### src/cbp_pkg.sv
// shared types and constants of the cpu burst predictor
package cbp_pkg;

    // field widths
    localparam int TIME_W       = 24;
    localparam int TOTAL_W      = TIME_W + 8;
    localparam int COUNT_W      = 16;
    localparam int ALPHA_W      = 9;
    localparam int ALPHA_SHIFT  = 8;
    localparam int CFG_IDX_W    = 2;
    localparam int CFG_DATA_W   = TIME_W;

    // alpha of one, Q1.8
    localparam logic [ALPHA_W-1:0] ALPHA_ONE = ALPHA_W'(1 << ALPHA_SHIFT);

    // configuration register indexes
    localparam logic [CFG_IDX_W-1:0] CFG_ALPHA     = CFG_IDX_W'(0);
    localparam logic [CFG_IDX_W-1:0] CFG_INIT_PRED = CFG_IDX_W'(1);

    // input item
    typedef struct packed {
        logic              operation;
        logic [TIME_W-1:0] burst_time;
    } cbp_in_t;

    // result item
    typedef struct packed {
        logic signed [TIME_W:0] remaining_estimate;
        logic [TIME_W-1:0]      predicted_burst;
        logic [TOTAL_W-1:0]     total_time;
        logic [TOTAL_W-1:0]     mean_burst;
        logic [COUNT_W-1:0]     use_count;
    } cbp_out_t;

endpackage

### src/cpu_burst_predictor_top.sv
// cpu burst predictor: microcoded sequencer with serial divider and weighted average
//
// Each transfer on the s_ channel charges one CPU burst (Q16.8) to the process and
// yields one result on the m_ channel: remaining estimate, exponential-average
// prediction, saturating total time, mean burst (total / count, truncated) and use
// count. A dispatch burst (operation = 1) also sets the prediction to
// (alpha*prediction + (1-alpha)*current burst) rounded, reloads the remaining
// estimate and clears the current burst; alpha above 1.0 acts as 1.0. The block
// works on one item at a time, stepped by a six-entry microcode table: an update
// step, three multiply/round steps on dispatch only, 32 steps of the restoring
// divider for the mean, and an output step. s_ready stays low from an accepted
// transfer until that item's output step, so the block cannot take a new item
// before it is through with the last one; the output step waits while the
// previous result is still untaken. Writing initial_prediction also loads the
// prediction and the remaining estimate; writes to unknown indexes are ignored.
module cpu_burst_predictor_top (
    input  logic                              aclk,
    input  logic                              aresetn,
    input  logic                              s_valid,
    output logic                              s_ready,
    input  cbp_pkg::cbp_in_t                  s_data,
    output logic                              m_valid,
    input  logic                              m_ready,
    output cbp_pkg::cbp_out_t                 m_data,
    input  logic                              cfg_wr_en,
    input  logic [cbp_pkg::CFG_IDX_W-1:0]     cfg_index,
    input  logic [cbp_pkg::CFG_DATA_W-1:0]    cfg_wdata
);
    import cbp_pkg::*;

    localparam int SUM_W     = ALPHA_W + TIME_W;
    localparam int DIV_CNT_W = $clog2(TOTAL_W);
    localparam int PC_W      = 3;

    // micro-operations and jump conditions
    typedef enum logic [2:0] {
        UOP_UPD,
        UOP_MULA,
        UOP_MULB,
        UOP_RND,
        UOP_DIV,
        UOP_OUT
    } uop_t;

    typedef enum logic [1:0] {
        COND_NONE,
        COND_NOT_DISPATCH,
        COND_DIV_MORE
    } cond_t;

    typedef logic [PC_W-1:0] pc_t;

    typedef struct packed {
        uop_t  op;
        cond_t cond;
        pc_t   target;
    } ctrl_t;

    localparam pc_t PC_DIV = pc_t'(4);

    // microcode table
    function automatic ctrl_t ucode_rom(input pc_t pc);
        ctrl_t w;
        unique case (pc)
            pc_t'(0): w = '{op: UOP_UPD,  cond: COND_NOT_DISPATCH, target: PC_DIV};
            pc_t'(1): w = '{op: UOP_MULA, cond: COND_NONE,         target: pc_t'(0)};
            pc_t'(2): w = '{op: UOP_MULB, cond: COND_NONE,         target: pc_t'(0)};
            pc_t'(3): w = '{op: UOP_RND,  cond: COND_NONE,         target: pc_t'(0)};
            pc_t'(4): w = '{op: UOP_DIV,  cond: COND_DIV_MORE,     target: PC_DIV};
            default:  w = '{op: UOP_OUT,  cond: COND_NONE,         target: pc_t'(0)};
        endcase
        return w;
    endfunction

    // sequencer state
    logic busy_reg;
    pc_t  pc_reg;
    logic m_valid_reg;

    // item and configuration
    logic                   op_reg;
    logic [TIME_W-1:0]      burst_reg;
    logic [ALPHA_W-1:0]     alpha_reg;

    // process state
    logic [TIME_W-1:0]      pred_reg;
    logic [TIME_W:0]        rem_reg;
    logic [TOTAL_W-1:0]     total_reg;
    logic [TIME_W-1:0]      cur_reg;
    logic [COUNT_W-1:0]     count_reg;

    // datapath work registers
    logic [SUM_W-1:0]       prod_reg;
    logic [SUM_W-1:0]       sum_reg;
    logic [COUNT_W-1:0]     div_rem_reg;
    logic [TOTAL_W-1:0]     div_quo_reg;
    logic [DIV_CNT_W-1:0]   div_cnt_reg;
    cbp_out_t               m_data_reg;

    // combinational datapath
    ctrl_t                  ctrl;
    logic                   cond_true;
    logic                   step_go;
    logic [ALPHA_W-1:0]     a_eff;
    logic [ALPHA_W-1:0]     a_inv;
    logic [TIME_W+1:0]      rem_diff;
    logic [TIME_W:0]        rem_next;
    logic [TOTAL_W:0]       total_sum;
    logic [TOTAL_W-1:0]     total_next;
    logic [TIME_W:0]        cur_sum;
    logic [TIME_W-1:0]      cur_next;
    logic [COUNT_W-1:0]     count_next;
    logic [SUM_W:0]         rnd_sum;
    logic [TIME_W-1:0]      pred_next;
    logic [COUNT_W:0]       div_shift;
    logic                   div_ge;
    logic [COUNT_W:0]       div_sub;

    assign ctrl = ucode_rom(pc_reg);

    // jump condition and output stall
    always_comb begin
        unique case (ctrl.cond)
            COND_NOT_DISPATCH: cond_true = !op_reg;
            COND_DIV_MORE:     cond_true = (div_cnt_reg != '0);
            default:           cond_true = 1'b0;
        endcase
        step_go = busy_reg && !((ctrl.op == UOP_OUT) && m_valid_reg && !m_ready);
    end

    // alpha clamped to one
    assign a_eff = (alpha_reg > ALPHA_ONE) ? ALPHA_ONE : alpha_reg;
    assign a_inv = ALPHA_ONE - a_eff;

    // charge the burst, saturating
    always_comb begin
        rem_diff   = {rem_reg[TIME_W], rem_reg} - {2'b00, burst_reg};
        rem_next   = (rem_diff[TIME_W+1] != rem_diff[TIME_W]) ?
                     {1'b1, {TIME_W{1'b0}}} : rem_diff[TIME_W:0];
        total_sum  = {1'b0, total_reg} + (TOTAL_W+1)'(burst_reg);
        total_next = total_sum[TOTAL_W] ? '1 : total_sum[TOTAL_W-1:0];
        cur_sum    = {1'b0, cur_reg} + {1'b0, burst_reg};
        cur_next   = cur_sum[TIME_W] ? '1 : cur_sum[TIME_W-1:0];
        count_next = (&count_reg) ? count_reg : count_reg + COUNT_W'(1);
    end

    // round half up and clamp the weighted average
    always_comb begin
        rnd_sum   = {1'b0, sum_reg} + (SUM_W+1)'(ALPHA_ONE >> 1);
        pred_next = (|rnd_sum[SUM_W:TIME_W+ALPHA_SHIFT]) ?
                    '1 : rnd_sum[TIME_W+ALPHA_SHIFT-1:ALPHA_SHIFT];
    end

    // one restoring divider step
    always_comb begin
        div_shift = {div_rem_reg, div_quo_reg[TOTAL_W-1]};
        div_ge    = (div_shift >= {1'b0, count_reg});
        div_sub   = div_shift - {1'b0, count_reg};
    end

    // sequencer
    always_ff @(posedge aclk) begin
        if (!aresetn) begin
            busy_reg    <= 1'b0;
            pc_reg      <= '0;
            m_valid_reg <= 1'b0;
        end else begin
            if (step_go && (ctrl.op == UOP_OUT)) begin
                m_valid_reg <= 1'b1;
            end else if (m_valid_reg && m_ready) begin
                m_valid_reg <= 1'b0;
            end
            if (s_valid && s_ready) begin
                busy_reg <= 1'b1;
                pc_reg   <= '0;
            end else if (step_go) begin
                if (ctrl.op == UOP_OUT) begin
                    busy_reg <= 1'b0;
                end
                pc_reg <= cond_true ? ctrl.target : pc_reg + pc_t'(1);
            end
        end
    end

    // configuration and process state
    always_ff @(posedge aclk) begin
        if (!aresetn) begin
            alpha_reg     <= ALPHA_W'(128);
            pred_reg      <= '0;
            rem_reg       <= '0;
            total_reg     <= '0;
            cur_reg       <= '0;
            count_reg     <= '0;
        end else begin
            if (cfg_wr_en) begin
                unique case (cfg_index)
                    CFG_ALPHA: alpha_reg <= cfg_wdata[ALPHA_W-1:0];
                    CFG_INIT_PRED: begin
                        pred_reg      <= cfg_wdata[TIME_W-1:0];
                        rem_reg       <= {1'b0, cfg_wdata[TIME_W-1:0]};
                    end
                    default: ;
                endcase
            end
            if (step_go) begin
                unique case (ctrl.op)
                    UOP_UPD: begin
                        rem_reg   <= rem_next;
                        total_reg <= total_next;
                        cur_reg   <= cur_next;
                        count_reg <= count_next;
                    end
                    UOP_RND: begin
                        pred_reg <= pred_next;
                        rem_reg  <= {1'b0, pred_next};
                        cur_reg  <= '0;
                    end
                    default: ;
                endcase
            end
        end
    end

    // item capture and datapath work registers
    always_ff @(posedge aclk) begin
        if (s_valid && s_ready) begin
            op_reg    <= s_data.operation;
            burst_reg <= s_data.burst_time;
        end
        if (step_go) begin
            unique case (ctrl.op)
                UOP_UPD: begin
                    div_quo_reg <= total_next;
                    div_rem_reg <= '0;
                    div_cnt_reg <= DIV_CNT_W'(TOTAL_W - 1);
                end
                UOP_MULA: prod_reg <= SUM_W'(a_eff) * SUM_W'(pred_reg);
                UOP_MULB: sum_reg  <= prod_reg + SUM_W'(a_inv) * SUM_W'(cur_reg);
                UOP_DIV: begin
                    div_rem_reg <= div_ge ? div_sub[COUNT_W-1:0] : div_shift[COUNT_W-1:0];
                    div_quo_reg <= {div_quo_reg[TOTAL_W-2:0], div_ge};
                    div_cnt_reg <= div_cnt_reg - DIV_CNT_W'(1);
                end
                UOP_OUT: begin
                    m_data_reg.remaining_estimate <= rem_reg;
                    m_data_reg.predicted_burst    <= pred_reg;
                    m_data_reg.total_time         <= total_reg;
                    m_data_reg.mean_burst         <= div_quo_reg;
                    m_data_reg.use_count          <= count_reg;
                end
                default: ;
            endcase
        end
    end

    assign s_ready = !busy_reg;
    assign m_valid = m_valid_reg;
    assign m_data  = m_data_reg;

    // a transfer starts a program, so the input closes at once
    assert property (@(posedge aclk) disable iff (!aresetn)
        (s_valid && s_ready) |=> !s_ready)
        else $error("input still open after an accepted transfer");

    // a result appears only from the output step
    assert property (@(posedge aclk) disable iff (!aresetn)
        $rose(m_valid) |-> $past(busy_reg && (ctrl.op == UOP_OUT)))
        else $error("result raised outside the output step");

    // every result has charged at least one burst
    assert property (@(posedge aclk) disable iff (!aresetn)
        m_valid |-> (m_data.use_count != '0))
        else $error("result with zero use count");

    // the mean never exceeds the total
    assert property (@(posedge aclk) disable iff (!aresetn)
        m_valid |-> (m_data.mean_burst <= m_data.total_time))
        else $error("mean burst above total time");

endmodule

### config.mk
export PLATFORM = sky130hd
export DESIGN_NAME = cpu_burst_predictor_top
export DESIGN_NICKNAME = d
export VERILOG_FILES = /design/src/cbp_pkg.sv /design/src/cpu_burst_predictor_top.sv
export SDC_FILE = /design/constraint.sdc
export NUM_CORES = 2
export LEC_CHECK = 0
export ABC_AREA = 1
export BUFFER_PORTS_ARGS = -buffer_cell sky130_fd_sc_hd__buf_2
export CELL_PAD_IN_SITES_DETAIL_PLACEMENT = 0
export CELL_PAD_IN_SITES_GLOBAL_PLACEMENT = 2
export CORE_MARGIN = 2
export CORE_UTILIZATION = 34
export DETAILED_ROUTE_END_ITERATION = 10
export HOLD_SLACK_MARGIN = 0.12
export PLACE_DENSITY = 0.76
export SLEW_MARGIN = 10
export SYNTH_ARGS = -nofsm -noshare
export SYNTH_HDL_FRONTEND = slang
export SYNTH_SLANG_ARGS = --single-unit
### constraint.sdc
create_clock -name aclk -period 5.05 [get_ports aclk]
set_input_delay 0.7575 -clock aclk [delete_from_list [all_inputs] [get_ports aclk]]
set_output_delay 0.7575 -clock aclk [all_outputs]
set_load 0.03 [all_outputs]
==> Yosys cells after proc, flatten, opt, wreduce, memory -nomap -nowiden <==
Index checks and enable logic that the tools add are counted.
{ "totals": {"reg_bits": 408, "input_bits": 56, "word_cells": 107} }
{ "classes": {"n_addsub": 10, "n_mul": 2, "n_lt_le_gt_ge": 2, "n_eq_ne": 13, "n_mux": 26, "bitwise_logic": 2, "reduce_logical": 31} }
{ "op_table": {"columns": ["operator", "count"], "rows": [
  ["24-bit two-way mux", 6],
  ["25-bit two-way mux", 4],
  ["9-bit by 24-bit multiplier with 33-bit output", 2],
  ["32-bit case mux with 2 select lines", 1],
  ["25-bit case mux with 2 select lines", 1],
  ["24-bit case mux with 2 select lines", 1],
  ["8-bit case mux with 5 select lines", 1],
  ["33-bit by 8-bit adder with 34-bit output, second input constant", 1],
  ["32-bit by 24-bit adder with 33-bit output", 1],
  ["33-bit adder", 1],
  ["32-bit two-way mux", 1],
  ["16-bit case mux with 2 select lines", 1],
  ["25-bit by 25-bit subtractor with 26-bit output", 1],
  ["24-bit by 24-bit adder with 25-bit output", 1],
  ["17-bit by 16-bit >= comparator with 1-bit output", 1],
  ["16-bit by 1-bit adder with 16-bit output, second input constant", 1],
  ["16-bit two-way mux", 1],
  ["16-bit AND reduction", 1],
  ["2-bit AND reduction", 8],
  ["16-bit subtractor", 1],
  ["3-bit by 2-bit == test with 1-bit output, second input constant", 4],
  ["5-bit case mux with 2 select lines", 1],
  ["2-bit nonzero test", 5],
  ["3-bit == test, second input constant", 3],
  ["20 further kinds", 37]
]} }

==> Depth between registers and ports, before layout <==
{ "logic_depth": {"word_depth": 9, "ltp_mapped": 32} }

==> Worst setup path before layout <==
Ideal clock, no wire load.
{ "synth_timing": {"kind": "register to register", "from": "reg alpha_reg[8]", "to": "reg sum_reg[27] (data pin)", "setup_time_ns": 0.252, "t_arrival_ns": 5.316, "t_required_ns": 4.798, "setup_slack_ns": -0.518, "stages_incl_launch_ff": 28, "path_buffers": 2, "period_less_slack_ns": 5.568, "cell_sequence": "dfxtp_1 -> buf_6 -> inv_2 -> nand2_1 -> ha_1 -> nand3_2 -> inv_2 -> nand2_1 -> o21ai_2 -> nand2_4 -> buf_6 -> nor2_1 -> fa_1 -> fa_1 -> fa_1 -> fa_1 -> inv_1 -> fa_1 -> inv_1 -> ha_1 -> a21oi_1 -> o21ai_0 -> a21oi_1 -> nor2_1 -> nor3b_1 -> nand2_1 -> nand2_1 -> nand2_1"} }
{ "synth_via": {"elab_chain_len": 5} }
{ "synth_lines": {"columns": ["item", "line_no", "source"], "rows": [
  ["start, declared", "cpu_burst_predictor_top.sv:83", "logic [ALPHA_W-1:0] alpha_reg;"],
  ["start signal, assigned", "cpu_burst_predictor_top.sv:197", "CFG_ALPHA: alpha_reg <= cfg_wdata[ALPHA_W-1:0];"],
  ["9-bit > comparator", "cpu_burst_predictor_top.sv:132", "assign a_eff = (alpha_reg > ALPHA_ONE) ? ALPHA_ONE : alpha_reg;"],
  ["9-bit two-way mux (*)", "cpu_burst_predictor_top.sv:132", null],
  ["9-bit subtractor (*)", "cpu_burst_predictor_top.sv:133", "assign a_inv = ALPHA_ONE - a_eff;"],
  ["9-bit by 24-bit multiplier with 33-bit output (*)", "cpu_burst_predictor_top.sv:238", "UOP_MULB: sum_reg <= prod_reg + SUM_W'(a_inv) * SUM_W'(cur_reg);"],
  ["33-bit adder (*)", "cpu_burst_predictor_top.sv:238", null],
  ["end signal, assigned", "cpu_burst_predictor_top.sv:238", null],
  ["end, declared", "cpu_burst_predictor_top.sv:94", "logic [SUM_W-1:0] sum_reg;"]
]} }
Mark *: on every way between the ends. The rest lies on a longest branch, timed or not.
A chain may end at the register's enable or synchronous reset.

==> Worst setup path after layout <==
{ "layout_timing": {"from": "reg alpha_reg[0]", "to": "reg sum_reg[28] (data pin)"} }
Same word-level chain as after synthesis.

==> results.sh <==
export IMPL_status="finished, violations left"
export IMPL_violations="negative setup slack"
export IMPL_syn_to_final_growth_pct=25.0
export IMPL_power_per_cell_area_mw_per_mm2=285
export IMPL_post_syn_area_sq_mm=0.0369
export IMPL_tritoncts_num_buffers=50
export IMPL_cts_max_path_buffers=3
export IMPL_p_total_mw=13.1
export IMPL_ant_nets=0
export IMPL_synth_edff_count=266
export IMPL_min_period_over_period_pct=114
export IMPL_number_of_vias_after_detailed_routing=32900
export IMPL_synth_area_per_cell_sq_um=7.57
export IMPL_setup_worst_path_end_class="flip-flop"
export IMPL_die_y_microns=333
export IMPL_fin_ws_ps=-706
export IMPL_r2r_worst_path_cells=28
export IMPL_cp_start_kind="flip-flop"
export IMPL_effective_utilization_at_floorplan_pct=34.4
export IMPL_stdcell_count=6855
export IMPL_routedWlPerCell_microns=20.1
export IMPL_yosys_warnings=0
export IMPL_r2r_start="alpha_reg[0]$_SDFFE_PN0P_"
export IMPL_place_congestion=0.932
export IMPL_hold_path_endpoint="burst_reg[19]$_DFFE_PP_"
export IMPL_final_max_slew_viols=0
export IMPL_tritoncts="built"
export IMPL_h_tree_depth=2
export IMPL_ff2ff_setup_slack_ps=-710
export IMPL_chipWidth_microns=333
export IMPL_vias_in_the_first_global_route=32800
export IMPL_switching_power_mw=4.86
export IMPL_grt_start_max_net_pins=97
export IMPL_ys_ff_latch=401
export IMPL_post_place_ws_ps=-743
export IMPL_proportion_of_power_drawn_by_flip_flops_and_latches_pct=30.2
export IMPL_report_final_hold_viol_count=0
export IMPL_synthesis_nets=5479
export IMPL_largest_register_ffs=129
export IMPL_finalSetupViolations=48
export IMPL_die_area_sq_mm=0.111
export IMPL_critical_path_top_cell_by_count="sky130_fd_sc_hd__fa_1"
export IMPL_net_switching_fraction_of_the_power_pct=37.0
export IMPL_nNetsFinal=6014
export IMPL_fp_row_count=120
export IMPL_fillCellCount=11100
export IMPL_grt_antenna_before_repair=1
export IMPL_hold_buffers=0
export IMPL_worst_path_max_delay_cell="sky130_fd_sc_hd__fa_1"
export IMPL_remaining_drc_errors=0
export IMPL_worst_path_max_fanout=18
export IMPL_grt_first_pass_wirelength_microns=205000
export IMPL_cts_root_buf="sky130_fd_sc_hd__clkbuf_16"
export IMPL_crit_reg2reg_capture="sum_reg[28]$_DFFE_PP_"
export IMPL_max_slew_worst_pin_slew_ps=962
export IMPL_sequential_area_share_after_synthesis_pct=29.0
export IMPL_async_reset_ff_share_pct=0
export IMPL_leakagePower_nw=22.7
export IMPL_grt_overflow_total=0
export IMPL_dominantRegCellSynth="sky130_fd_sc_hd__edfxtp_1"
export IMPL_drt_first_pass_iters=8
export IMPL_grtUsageTotal_pct=24.6
export IMPL_max_stage_delay_ps=590
export IMPL_timing_final_crit_period_ps=5760
export IMPL_arrival_ps=6150
export IMPL_critPathKind="reg -> reg"
export IMPL_worst_skew_pair_late_latency_ps=640
export IMPL_placed_cells=6722
export IMPL_max_clock_freq_mhz=174
export IMPL_port_buffers=186
export IMPL_max_cap_violations=0
export IMPL_worst_ep_required_time_ps=5440
export IMPL_drive_gt1_share_pct=18.8
export IMPL_worst_hold_path_num_cells=1
export IMPL_detail_route_wirelength_microns=138000
export IMPL_finish_utilization_pct=43.0
export IMPL_hold_path_startpoint="s_data[19]"
export IMPL_dr_first_iter_drc_count=2316
export IMPL_min_delay_worst_type="in -> reg"
export IMPL_ios=187
export IMPL_core_area_sq_mm=0.107
export IMPL_clk_pin_slew_worst_paths_ps=60
export IMPL_rsz_0062_raised_after_global_routing="yes"
export IMPL_fin_skew_ps=34.1
export IMPL_timing_slew_headroom_pct=35.9
export IMPL_clock_sinks=401
export IMPL_combPwrFrac_pct=39.4
export IMPL_clkPwrFrac_pct=30.5
export IMPL_vias_per_cell=4.80
export IMPL_ir_worst_vdd_uv=234
export IMPL_syn_instance_count=4872
export IMPL_ys_types=46
export IMPL_cell_internal_pwr_mw=8.28
export IMPL_hpwl_microns=113000
-- metrics by stage --
stage	hold slack [ps]	setup TNS [ps]	instance area, sq um
finish	305	-19710	46100
global route	276	-29660	46100
CTS	270	-19160	45000
detailed placement	437	-27160	42800
global placement	436	-25630	42800
floorplan	406	-3150	37400
-- worst max-delay path by stage --
| stage | start | end | depth (start not counted) |
|---|---|---|---|
| after floorplan | alpha_reg[0]$_SDFFE_PN0P_ | sum_reg[27]$_DFFE_PP_ | 26 |
| after global placement | alpha_reg[0]$_SDFFE_PN0P_ | prod_reg[22]$_DFFE_PP_ | 22 |
| after detailed placement | alpha_reg[0]$_SDFFE_PN0P_ | sum_reg[27]$_DFFE_PP_ | 26 |
| after CTS | alpha_reg[2]$_SDFFE_PN0P_ | sum_reg[28]$_DFFE_PP_ | 26 |
| after global routing | alpha_reg[0]$_SDFFE_PN0P_ | sum_reg[27]$_DFFE_PP_ | 29 |
| final | alpha_reg[0]$_SDFFE_PN0P_ | sum_reg[28]$_DFFE_PP_ | 28 |
-- placed cells by master (no fill, tap or decap), drive strengths merged, types with 24 or more instances in the layout --
cell / netlist / layout
ha: 210 / 210
fa: 341 / 341
dfxtp: 135 / 135
nand3: 227 / 227
clkbuf: 55 / 74
nand3b: 24 / 24
o21ai: 167 / 167
buf: 64 / 598
xor2: 76 / 76
xnor2: 25 / 25
a21oi: 216 / 216
nor2: 524 / 524
nor3: 35 / 35
nand4: 46 / 46
nand2: 1454 / 1455
edfxtp: 266 / 266
inv: 922 / 923
-- power by group through the flow --
stage	Clock (mW)	Sequential [mW]	Combinational, mW
floorplan	0	3.93	2.91
global placement	0	4.03	4.66
detailed placement	0	4.03	4.66
CTS	4.08	3.96	4.77
global route	4.20	3.97	5.73
finish	4.00	3.96	5.17
-- metal layers --
layer | track usage [%] | part of all wire [%] | vias to the layer above | wire, microns
met4 | 6.55 | 2.8 | 0 | 3890
li1 | - | - | 16100 | -
met2 | 41.3 | 47 | 769 | 64900
met3 | 2.71 | 4.5 | 149 | 6220
met5 | 0 | 0 | - | 0
met1 | 33.6 | 46 | 15900 | 63000
-- timing repair --
action                                  4_1_cts  5_1_grt
setup buffers                                 6       25
gates resized for setup                      86      214
gates cloned                                  0        5
pin swaps                                     5       64
endpoints found under the hold margin         0        0
endpoints found under the setup margin       50       50
-- worst max-delay path: cells and delay by family (launching register included) --
kind | cells | cell delay, ps
buffers and inverters | 6 | 650
and+or+nand+nor | 14 | 1550
adders and majority gates | 6 | 2710
AOI/OAI and AO/OA | 2 | 290
DFF | 1 | 310
-- final cells by class --
type / count / area [sq um] / area share (%)
multi-input combinational: 3427 / 23700 / 51.4
sequential: 401 / 10700 / 23.2
timing repair buffer: 601 / 4620 / 10.0
inverter: 926 / 3500 / 7.58
tap: 1403 / 1760 / 3.81
clock buffer: 71 / 1520 / 3.29
clock inverter: 23 / 307 / 0.665
antenna: 3 / 7.51 / 0.0163
-- logic make-up after synthesis --
logic type,after synthesis,synth area share (%)
and+or+nand+nor,2330,25.6
buffers and inverters,1045,10.9
AOI/OAI and AO/OA,444,6.48
DFF,401,29.0
xor gates and xnor gates,101,2.40
adders and majority gates,551,25.6
-- synth_stat cells (all sizes together), types with 64 or more instances --
library cell,count,area (sq um)
a21oi,216,1080
buf,64,342
dfxtp,135,2700
edfxtp,266,7990
fa,341,6830
ha,210,2630
inv,922,3460
nand2,1454,5500
nand3,227,1170
nor2,524,2000
o21ai,167,866
xor2,76,666
(Power assumes the default switching activity.)
